## config.mk

```make
export PLATFORM = sky130hd
export DESIGN_NAME = circle_point_rotation_generator
export DESIGN_NICKNAME = d
export VERILOG_FILES = /design/src/rtl/cprg_pkg.sv /design/src/rtl/circle_point_rotation_generator.sv
export SDC_FILE = /design/constraint.sdc
export NUM_CORES = 2
export LEC_CHECK = 0
export ABC_AREA = 0
export BUFFER_PORTS_ARGS = -buffer_cell sky130_fd_sc_hd__buf_2
export CORE_MARGIN = 4
export CORE_UTILIZATION = 25
export CTS_CLUSTER_SIZE = 16
export DETAILED_ROUTE_END_ITERATION = 6
export PLACE_DENSITY = 0.47
export SYNTH_ARGS = -nofsm -noshare
export SYNTH_HDL_FRONTEND = slang
export SYNTH_SLANG_ARGS = --single-unit
```

## constraint.sdc

```tcl
create_clock -name clk_i -period 12.2 [get_ports clk_i]
set_clock_uncertainty 0.2 [all_clocks]
set_input_delay 1.83 -clock clk_i [delete_from_list [all_inputs] [get_ports clk_i]]
set_output_delay 1.83 -clock clk_i [all_outputs]
set_load 0.05 [all_outputs]
```

## src/rtl/cprg_pkg.sv

```systemverilog
// Package for the circle point rotation generator.
// Register-port constants, register indexes and reset values; no dependencies.
package cprg_pkg;

  // configuration port
  localparam int unsigned CFG_IDX_W  = 2;
  localparam int unsigned CFG_DATA_W = 18;

  // fixed register widths
  localparam int unsigned CNT_REG_W = 16;
  localparam int unsigned COS_W     = 18;
  localparam int unsigned SIN_W     = 17;

  typedef enum logic [CFG_IDX_W-1:0] {
    REG_POINT_COUNT = 2'd0,
    REG_COS_STEP    = 2'd1,
    REG_SIN_STEP    = 2'd2,
    REG_CLOCKWISE   = 2'd3
  } cfg_reg_e;

  localparam logic [CNT_REG_W-1:0]    POINT_COUNT_RST = 16'd8;
  localparam logic signed [COS_W-1:0] COS_STEP_RST    = 18'sd46341;
  localparam logic [SIN_W-1:0]        SIN_STEP_RST    = 17'd46341;
  localparam logic                    CLOCKWISE_RST   = 1'b1;

endpackage

```

## src/rtl/circle_point_rotation_generator.sv

```systemverilog
// Circle point rotation generator: unit-circle vertices in triangle-strip order.
// Depends on cprg_pkg (register indexes, widths, reset values).
//
//  channel   direction  handshake                  payload
//  -------   ---------  -------------------------  ----------------------------------------
//  request   in         in_valid_i / in_ready_o    restart_i
//  result    out        out_valid_o / out_ready_i  x_out_o, y_out_o, circle_done_o, run_last_o
//  config    in         cfg_we_i (no handshake)    cfg_idx_i, cfg_data_i
//
// A request is decoded and the rotation done in the cycle it transfers; its first
// result is in the output register in the cycle after. A rotating request gives two
// results, the mirror following once the first is taken, and no new request is taken
// while the mirror is owed; requests with one or no result sustain one per cycle while
// the output is not stalled. The single output register plus the pending-mirror flag
// set these limits. Reset (async, active low) clears control state and loads the
// register reset values; no clearing pass. A stalled output holds the request side off.
module circle_point_rotation_generator #(
  parameter int unsigned COUNT_BITS    = 16,
  parameter int unsigned FRACTION_BITS = 16
) (
  input  logic                                clk_i,
  input  logic                                rst_ni,
  // configuration
  input  logic                                cfg_we_i,
  input  logic [cprg_pkg::CFG_IDX_W-1:0]      cfg_idx_i,
  input  logic [cprg_pkg::CFG_DATA_W-1:0]     cfg_data_i,
  // request
  input  logic                                in_valid_i,
  output logic                                in_ready_o,
  input  logic                                restart_i,
  // result
  output logic                                out_valid_o,
  input  logic                                out_ready_i,
  output logic signed [FRACTION_BITS+1:0]     x_out_o,
  output logic signed [FRACTION_BITS+1:0]     y_out_o,
  output logic                                circle_done_o,
  output logic                                run_last_o
);

  // point width: Q2.F
  localparam int unsigned PW     = FRACTION_BITS + 2;
  localparam int unsigned PROD_W = cprg_pkg::COS_W + PW;
  localparam int unsigned SUM_W  = PROD_W + 2;
  localparam int unsigned Q_W    = SUM_W - FRACTION_BITS;

  localparam logic signed [PW-1:0] P_MAX     = {1'b0, {(PW-1){1'b1}}};
  localparam logic signed [PW-1:0] P_MIN     = {1'b1, {(PW-1){1'b0}}};
  localparam logic signed [PW-1:0] P_ONE     = {2'b01, {FRACTION_BITS{1'b0}}};
  localparam logic signed [PW-1:0] P_NEG_ONE = {2'b11, {FRACTION_BITS{1'b0}}};
  localparam logic signed [SUM_W-1:0] RND_HALF =
    {{(SUM_W-FRACTION_BITS){1'b0}}, 1'b1, {(FRACTION_BITS-1){1'b0}}};

  // saturate a rounded sum to the point range
  function automatic logic signed [PW-1:0] sat_pt(input logic signed [Q_W-1:0] v);
    logic signed [PW-1:0] r;
    if (v > Q_W'(P_MAX)) begin
      r = P_MAX;
    end else if (v < Q_W'(P_MIN)) begin
      r = P_MIN;
    end else begin
      r = PW'(v);
    end
    return r;
  endfunction

  // negate with saturation (only the most negative code overflows)
  function automatic logic signed [PW-1:0] neg_pt(input logic signed [PW-1:0] v);
    logic signed [PW-1:0] r;
    if (v == P_MIN) begin
      r = P_MAX;
    end else begin
      r = -v;
    end
    return r;
  endfunction

  // ---------------------------------------------------------------------------
  // Configuration registers
  // ---------------------------------------------------------------------------
  logic [cprg_pkg::CNT_REG_W-1:0]    count_q;
  logic signed [cprg_pkg::COS_W-1:0] cos_q;
  logic [cprg_pkg::SIN_W-1:0]        sin_q;
  logic                              cw_q;

  always_ff @(posedge clk_i or negedge rst_ni) begin
    if (!rst_ni) begin
      count_q <= cprg_pkg::POINT_COUNT_RST;
      cos_q   <= cprg_pkg::COS_STEP_RST;
      sin_q   <= cprg_pkg::SIN_STEP_RST;
      cw_q    <= cprg_pkg::CLOCKWISE_RST;
    end else if (cfg_we_i) begin
      unique case (cprg_pkg::cfg_reg_e'(cfg_idx_i))
        cprg_pkg::REG_POINT_COUNT: count_q <= cfg_data_i[cprg_pkg::CNT_REG_W-1:0];
        cprg_pkg::REG_COS_STEP:    cos_q   <= $signed(cfg_data_i[cprg_pkg::COS_W-1:0]);
        cprg_pkg::REG_SIN_STEP:    sin_q   <= cfg_data_i[cprg_pkg::SIN_W-1:0];
        cprg_pkg::REG_CLOCKWISE:   cw_q    <= cfg_data_i[0];
        default: ;
      endcase
    end
  end

  // ---------------------------------------------------------------------------
  // Held point and circle progress
  // ---------------------------------------------------------------------------
  logic signed [PW-1:0]    cur_x_q, cur_y_q;
  logic [COUNT_BITS-1:0]   steps_q;
  logic                    active_q;

  // output register and pending mirror beat
  logic                    out_valid_q;
  logic signed [PW-1:0]    x_q, y_q;
  logic                    done_q, last_q;
  logic                    pend_q;       // mirror beat still owed
  logic                    pend_yaxis_q; // 1: mirror across y axis (negate x)
  logic                    pend_done_q;

  logic in_xfer, out_xfer;
  assign out_xfer   = out_valid_q & out_ready_i;
  assign in_ready_o = ~pend_q & (~out_valid_q | out_ready_i);
  assign in_xfer    = in_valid_i & in_ready_o;

  // ---------------------------------------------------------------------------
  // Rotation: x' = rnd(c*x + s*y), y' = rnd(c*y - s*x)
  // ---------------------------------------------------------------------------
  logic signed [cprg_pkg::COS_W-1:0] s_step;
  logic signed [PROD_W-1:0]          p_cx, p_sy, p_cy, p_sx;
  logic signed [SUM_W-1:0]           sum_x, sum_y;
  logic signed [Q_W-1:0]             q_x, q_y;
  logic signed [PW-1:0]              rot_x, rot_y;

  assign s_step = cw_q ?  $signed({1'b0, sin_q}) : -$signed({1'b0, sin_q});
  assign p_cx   = PROD_W'(cos_q)  * PROD_W'(cur_x_q);
  assign p_sy   = PROD_W'(s_step) * PROD_W'(cur_y_q);
  assign p_cy   = PROD_W'(cos_q)  * PROD_W'(cur_y_q);
  assign p_sx   = PROD_W'(s_step) * PROD_W'(cur_x_q);
  assign sum_x  = SUM_W'(p_cx) + SUM_W'(p_sy) + RND_HALF;
  assign sum_y  = SUM_W'(p_cy) - SUM_W'(p_sx) + RND_HALF;
  assign q_x    = Q_W'(sum_x >>> FRACTION_BITS); // floor after the half add
  assign q_y    = Q_W'(sum_y >>> FRACTION_BITS);
  assign rot_x  = sat_pt(q_x);
  assign rot_y  = sat_pt(q_y);

  // ---------------------------------------------------------------------------
  // Request decode
  // ---------------------------------------------------------------------------
  logic [COUNT_BITS-1:0] cnt_n, half_n;
  logic [COUNT_BITS:0]   steps_inc;
  logic                  odd_n, cnt_zero;

  assign cnt_n     = COUNT_BITS'(count_q);
  assign half_n    = cnt_n >> 1;
  assign odd_n     = cnt_n[0];
  assign cnt_zero  = (cnt_n == '0);
  assign steps_inc = {1'b0, steps_q} + (COUNT_BITS+1)'(1);

  logic                  emit, emit_two, do_rot, load_pt;
  logic signed [PW-1:0]  e_x, e_y, ld_x, ld_y;
  logic                  e_done, e_last, mir_yaxis, mir_done;
  logic                  active_d;
  logic [COUNT_BITS-1:0] steps_d;

  always_comb begin
    emit      = 1'b0;
    emit_two  = 1'b0;
    do_rot    = 1'b0;
    load_pt   = 1'b0;
    ld_x      = rot_x;
    ld_y      = rot_y;
    e_x       = rot_x;
    e_y       = rot_y;
    e_done    = 1'b0;
    e_last    = 1'b0;
    mir_yaxis = odd_n;
    mir_done  = 1'b0;
    active_d  = active_q;
    steps_d   = steps_q;
    priority if (restart_i) begin
      steps_d = '0;
      if (cnt_zero) begin
        active_d = 1'b0;
      end else begin
        load_pt  = 1'b1;
        ld_x     = odd_n ? '0 : P_ONE;
        ld_y     = odd_n ? P_ONE : '0;
        e_x      = ld_x;
        e_y      = ld_y;
        emit     = 1'b1;
        e_done   = (cnt_n == COUNT_BITS'(1));
        e_last   = 1'b1;
        active_d = ~e_done;
      end
    end else if (!active_q) begin
      // idle: nothing
    end else if (cnt_zero) begin
      active_d = 1'b0;
    end else if (odd_n) begin
      if (steps_q >= half_n) begin
        active_d = 1'b0;  // rotation budget already used up
      end else begin
        do_rot   = 1'b1;
        emit     = 1'b1;
        emit_two = 1'b1;
        steps_d  = COUNT_BITS'(steps_inc);
        mir_done = (steps_inc >= {1'b0, half_n});
        active_d = ~mir_done;
      end
    end else if (steps_inc < {1'b0, half_n}) begin
      do_rot   = 1'b1;
      emit     = 1'b1;
      emit_two = 1'b1;
      steps_d  = COUNT_BITS'(steps_inc);
    end else begin
      // even count closes on (-1,0)
      active_d = 1'b0;
      emit     = 1'b1;
      e_x      = P_NEG_ONE;
      e_y      = '0;
      e_done   = 1'b1;
      e_last   = 1'b1;
    end
  end

  // ---------------------------------------------------------------------------
  // Control state
  // ---------------------------------------------------------------------------
  always_ff @(posedge clk_i or negedge rst_ni) begin
    if (!rst_ni) begin
      cur_x_q     <= '0;
      cur_y_q     <= '0;
      steps_q     <= '0;
      active_q    <= 1'b0;
      out_valid_q <= 1'b0;
      pend_q      <= 1'b0;
    end else begin
      if (in_xfer) begin
        active_q <= active_d;
        steps_q  <= steps_d;
        if (load_pt || do_rot) begin
          cur_x_q <= ld_x;
          cur_y_q <= ld_y;
        end
      end
      // a new first beat replaces the one leaving in the same cycle
      if (in_xfer && emit) begin
        out_valid_q <= 1'b1;
        pend_q      <= emit_two;
      end else if (out_xfer) begin
        out_valid_q <= pend_q;
        pend_q      <= 1'b0;
      end
    end
  end

  // ---------------------------------------------------------------------------
  // Result payload
  // ---------------------------------------------------------------------------
  always_ff @(posedge clk_i) begin
    if (in_xfer && emit) begin
      x_q          <= e_x;
      y_q          <= e_y;
      done_q       <= e_done;
      last_q       <= e_last;
      pend_yaxis_q <= mir_yaxis;
      pend_done_q  <= mir_done;
    end else if (out_xfer && pend_q) begin
      // mirror of the held (just rotated) point
      x_q    <= pend_yaxis_q ? neg_pt(cur_x_q) : cur_x_q;
      y_q    <= pend_yaxis_q ? cur_y_q : neg_pt(cur_y_q);
      done_q <= pend_done_q;
      last_q <= 1'b1;
    end
  end

  assign out_valid_o   = out_valid_q;
  assign x_out_o       = x_q;
  assign y_out_o       = y_q;
  assign circle_done_o = done_q;
  assign run_last_o    = last_q;

endmodule

```

Word-level counts from Yosys, hierarchy flattened

Cells that the tools add are included.

Reduce and logical (&&, ||, !) cells: 16
Multiplexer cells: 68
Bitwise operators: 10
Eq/ne operators: 8
Magnitude comparators: 7
$add $sub $neg: 8
Multiply operators: 4

Operators by type and width:

| operator                                                                | count |
|---|---|
| 18-bit 2-to-1 mux                                                       | 27 |
| 18-bit by 18-bit multiplier with 36-bit output                          | 4 |
| 16-bit 2-to-1 mux                                                       | 6 |
| 37-bit by 17-bit adder with 38-bit output (second input constant)       | 2 |
| 22-bit by 18-bit > comparator with 1-bit output (second input constant) | 2 |
| 22-bit by 18-bit < comparator with 1-bit output (second input constant) | 2 |
| 36-bit by 36-bit adder with 37-bit output                               | 1 |
| 36-bit by 36-bit subtractor with 37-bit output                          | 1 |
| 18-bit == test (second input constant)                                  | 2 |
| 18-bit negator                                                          | 2 |
| 17-bit 2-to-1 mux                                                       | 2 |
| 1-bit 2-to-1 mux                                                        | 33 |
| 17-bit negator with 18-bit output                                       | 1 |
| 16-bit by 1-bit adder with 17-bit output (second input constant)        | 1 |
| 17-bit by 15-bit greater-or-equal comparator with 1-bit output          | 1 |
| 17-bit by 15-bit < comparator with 1-bit output                         | 1 |
| 16-bit by 1-bit == test with 1-bit output (second input constant)       | 1 |
| 16-bit by 15-bit greater-or-equal comparator with 1-bit output          | 1 |
| 16-bit logical NOT                                                      | 1 |
| 2-bit AND reduction                                                     | 5 |
| 1-bit inverter                                                          | 6 |
| 2-bit nonzero test                                                      | 3 |
| 5-bit AND reduction                                                     | 1 |
| 5-bit OR reduction                                                      | 1 |
| other kinds (10)                                                        | 14 |

Register bits: 147
Logic and storage cells: 137

Longest topological paths before layout

Depth after elaboration: 14
Gate-level depth with buffers: 37

Worst setup path before layout

OpenSTA, ideal clock, no wires.

Kind: reg-to-reg
Start: reg sin_q[4] in the netlist's numbering
End: reg y_q[5], in the netlist y_out_o[5], data pin
Stages on the path, launching flop included: 34
Arrival: 9.042 ns
Path slack: 2.777 ns
Buffers on the path: 3
Clock period less this slack: 9.423 ns
Data required time: 11.820 ns
Library setup time: 0.180 ns
Cell sequence: dfrtp_1 > or3_1 > nor3_1 > nor3b_1 > and2_1 > a31oi_1 > clkbuf_1 > nand2_1 > inv_1 > fa_1 > inv_1 > fa_1 > inv_1 > fa_1 > inv_1 > fa_1 > fa_1 > fa_1 > fa_1 > inv_1 > fa_1 > inv_1 > ha_1 > clkbuf_1 > and3_1 > nand2_1 > nor4_1 > o311a_1 > mux2i_1 > nand4_1 > nor4_1 > a21oi_2 > buf_6 > o311ai_1

Cells in the longest elaborated chain, start to end: 14

RTL lines:

| what                                               | RTL line                               | source |
|---|---|---|
| start: declaration                                 | circle_point_rotation_generator.sv:82  | `logic [cprg_pkg::SIN_W-1:0] sin_q;` |
| start signal: assignment                           | circle_point_rotation_generator.sv:89  | `sin_q <= cprg_pkg::SIN_STEP_RST;` |
| start signal: assignment                           | circle_point_rotation_generator.sv:95  | `cprg_pkg::REG_SIN_STEP: sin_q <= cfg_data_i[cprg_pkg::SIN_W-1:0];` |
| 17-bit negator with 18-bit output                  | circle_point_rotation_generator.sv:131 | `assign s_step = cw_q ? $signed({1'b0, sin_q}) : -$signed({1'b0, sin_q});` |
| 18-bit 2-to-1 mux (*)                              | circle_point_rotation_generator.sv:131 |  |
| 18-bit by 18-bit multiplier with 36-bit output (*) | circle_point_rotation_generator.sv:135 | `assign p_sx = PROD_W'(s_step) * PROD_W'(cur_x_q);` |
| 36-bit by 36-bit subtractor with 37-bit output (*) | circle_point_rotation_generator.sv:137 | `assign sum_y = SUM_W'(p_cy) - SUM_W'(p_sx) + RND_HALF;` |
| 37-bit by 17-bit adder with 38-bit output (*)      | circle_point_rotation_generator.sv:137 |  |
| 22-bit by 18-bit < comparator with 1-bit output    | circle_point_rotation_generator.sv:58  | `end else if (v < Q_W'(P_MIN)) begin` |
| 18-bit 2-to-1 mux                                  | circle_point_rotation_generator.sv:58  |  |
| 18-bit 2-to-1 mux (*)                              | circle_point_rotation_generator.sv:56  | `if (v > Q_W'(P_MAX)) begin` |
| 18-bit 2-to-1 mux                                  | circle_point_rotation_generator.sv:207 | `end else if (steps_inc < {1'b0, half_n}) begin` |
| 18-bit 2-to-1 mux                                  | circle_point_rotation_generator.sv:196 | `end else if (odd_n) begin` |
| 18-bit 2-to-1 mux                                  | circle_point_rotation_generator.sv:194 | `end else if (cnt_zero) begin` |
| 18-bit 2-to-1 mux                                  | circle_point_rotation_generator.sv:192 | `end else if (!active_q) begin` |
| 18-bit 2-to-1 mux (*)                              | circle_point_rotation_generator.sv:177 | `priority if (restart_i) begin` |
| 18-bit 2-to-1 mux (*)                              | circle_point_rotation_generator.sv:258 | `if (in_xfer && emit) begin` |
| end signal: assignment                             | circle_point_rotation_generator.sv:260 | `y_q <= e_y;` |
| end signal: assignment                             | circle_point_rotation_generator.sv:268 | `y_q <= pend_yaxis_q ? cur_y_q : neg_pt(cur_y_q);` |
| end: declaration                                   | circle_point_rotation_generator.sv:111 | `logic signed [PW-1:0] x_q, y_q;` |

Every way passes the cells marked *; elsewhere a longest branch is shown, timed or not.
A chain may end at the register's enable or synchronous reset.

Final worst setup path

Start: reg sin_q[4] in the netlist's numbering
End: reg y_q[1], in the netlist y_out_o[1], data pin

Same word-level chain as after synthesis.

==> flow_metrics.tcl <==
set metrics [dict create \
    yosys_warnings 0 \
    cap_violations 0 \
    hpwl_um 149000 \
    port_buffers 65 \
    tns_ns 0 \
    io_pins 66 \
    via_per_inst 4.52 \
    first_pass_iters 6 \
    fin_crit_sh_pct 94.8 \
    fp-row-count 176 \
    rsz0062_at_grt "no" \
    track_usage_pct 15.9 \
    die-area_um2 240000 \
    cts.htree.levels 4 \
    worst-path-max-fanout 33 \
    cts-root-buf "clkbuf_16" \
    met1_usage_pct 21.0 \
    die_w_um 490 \
    max_slew_margin_pct 20.4 \
    gr-total-overflow 0 \
    netlist_area_um2 58100 \
    area_growth_syn_to_layout_pct 7.91 \
    setup_violations 0 \
    worstMarginPinSlew_ns 1.19 \
    initial_core_util_pct 25.2 \
    slowest_delay_ns 0.82 \
    worstHoldPathCells 2 \
    ff2ff_path_depth 32 \
    endpoint_kind "register" \
    synthDistinctLibCells 87 \
    clk_pin_slew_worst_paths_ns 0.10 \
    fin_nets 8017 \
    cts_tree "built" \
    die_h_um 490 \
    critical_path_class "register to register" \
    synthCells 6270 \
    avgSynthCellArea_um2 9.27 \
    wirelength_um 186000 \
    synth_top_area_share_pct 51.3 \
    drc_errors 0 \
    antenna_found_initial 5 \
    clk_latency_ns 0.53 \
    routedWlPerCell_um 20.2 \
    routabilityCongestion 0.888 \
    ant_nets 0 \
    synth_top_area_cell "fa_1" \
    critPathMostFrequentCell "fa_1" \
    seq_area_frac_synth_pct 6.71 \
    core_um2 231000 \
    yosys_most_used_dff "dfrtp_1" \
    vias 41600 \
    use_met2_pct 27.3 \
    cts.sinks 147 \
    async_flop_share_pct 72.8 \
    grt.busiest_layer "met2" \
    synth-edff-count 40 \
    grt_first_pass_wirelength_um 291000 \
    status "finished, final reports clean" \
    fmax_mhz 86.4 \
    final_hold_viol_count 0 \
    grt_max_degree 58 \
    min_path_type "register to register" \
    drt-initial-drc-count 2617 \
    synthTopCellsByArea "fa_1 (51%), inv_1 (11%), ha_1 (7.5%)" \
    startpoint_type "register" \
    required_ns 12.22 \
    slew_viol_final 0 \
    ys_ff_latch 147 \
    cpMaxStageDelayCell "a21oi_4" \
    cts_buffers 17 \
    synthesis.nets 8137 \
    layout-drive-gt1-share_pct 5.40 \
    grt_pass1_vias 46600 \
    use_met3_pct 1.88 \
    worstPathArrival_ns 11.59 \
    cts_buffer_depth 2 \
    finalWorstPathRequiredPeriod_ns 11.57 \
]
-- synthesized netlist by cell type, types with 10 or more instances --
cell / n
nand2b_1: 35
fa_1: 1491
mux2_2: 40
nor2_1: 146
inv_1: 1632
nand2_1: 905
edfxtp_1: 40
nor4_1: 13
o21bai_1: 15
ha_1: 350
buf_2: 26
a21oi_1: 107
o21a_1: 10
nand3_1: 56
nand4_1: 32
a211oi_1: 10
dfstp_2: 16
o21ai_0: 119
a31oi_1: 19
nor3_1: 30
xor2_1: 46
clkbuf_1: 291
a21o_1: 19
dfrtp_1: 91
xnor2_1: 87
o311ai_1: 10
o211ai_1: 35
and2_1: 444
-- layout make-up --
cell class,instances,area [µm²]
fill,24700,168000
inverter,1636,6140
tap,3026,3790
clock inverter,15,160
multi-input combinational,4156,47000
timing repair buffer,192,1280
clock buffer,17,425
sequential,147,3900
antenna,3,7.51
-- logic make-up after synthesis --
logic type,synth area share (%)
adder cells (fa/ha/maj),58.9
AND/OR/NAND/NOR,13.9
buffers and inverters,12.8
multiplexers,0.827
XOR/XNOR,2.03
AO/OA/AOI/OAI,4.88
flip-flops,6.71
-- worst max-delay path, delay by kind of cell (launching register included) --
| family | cells | cell delay [ns] |
|---|---|---|
| xor gates and xnor gates | 1 | 0.21 |
| buffers and inverters | 8 | 1.24 |
| AOI/OAI and AO/OA | 5 | 1.78 |
| adders and majority gates | 9 | 4.62 |
| DFF | 1 | 0.48 |
| and+or+nand+nor | 9 | 2.67 |
-- worst paths after layout --
kind                       slack [ns]     start           to
setup / recovery                 0.63  sin_q[4]   y_out_o[1]
hold / removal                   0.31    pend_q       pend_q
setup reg to reg                 0.63  sin_q[4]   y_out_o[1]
hold reg to reg                  0.31    pend_q       pend_q
max in group asynchronous        9.09    rst_ni   cur_y_q[6]
min in group asynchronous        1.21    rst_ni  cur_x_q[13]
-- placed cells by master, fill, tap and decap left out, types with 18 or more instances in the layout --
cell type and instances:
nand3_1 55, xor2_1 36, ha_1 350, dfrtp_1 90, o211ai_1 35, buf_4 127
edfxtp_1 40, a21o_1 19, nor3_1 30, nor2_1 146, nand4_1 32, fa_1 1491
xnor2_1 81, a21oi_1 107, nand2b_1 34, mux2_2 40, inv_1 1632, nand2_1 904
a31oi_1 18, buf_2 64, and2_1 444, o21ai_0 119
-- registers in the layout, summed over array words and instances, names as in the netlist --
register and count:
active_q 1, circle_done_o 1, cnt_n 16, cos_q 18, cur_x_q 18, cur_y_q 18
cw_q 1, out_valid_o 1, pend_done_q 1, pend_q 1, pend_yaxis_q 1, run_last_o 1
sin_q 17, steps_q 16, x_out_o 18, y_out_o 18
-- routing by layer --
| metal | wire (µm) | part of all wire, % |
|---|---|---|
| met4 | 6300 | 3.4 |
| met2 | 91000 | 49 |
| met5 | 0 | 0 |
| met3 | 9290 | 5.0 |
| met1 | 79000 | 43 |
-- what timing repair did --
action,CTS,global route
resized for setup,0,2
endpoints found under the setup margin,0,10
hold buffers,0,0
buffers inserted,0,0
-- stage by stage --
stage	hold WS (ns)	cell area [µm²]	util, %	setup slack [ns]	cells
3_3_place_gp	0.285	62100	26.9	0.388	9156
4_1_cts	0.311	62700	27.2	0.181	9188
3_5_place_dp	0.289	62100	26.9	0.245	9156
6_report	0.308	62700	27.2	0.631	9192
5_1_grt	0.326	62700	27.2	0.133	9189
2_1_floorplan	0.267	58100	-	2.78	6270
Power is not shown: default switching activity piles up to over one toggle a cycle in this logic, so the estimate is an artifact.
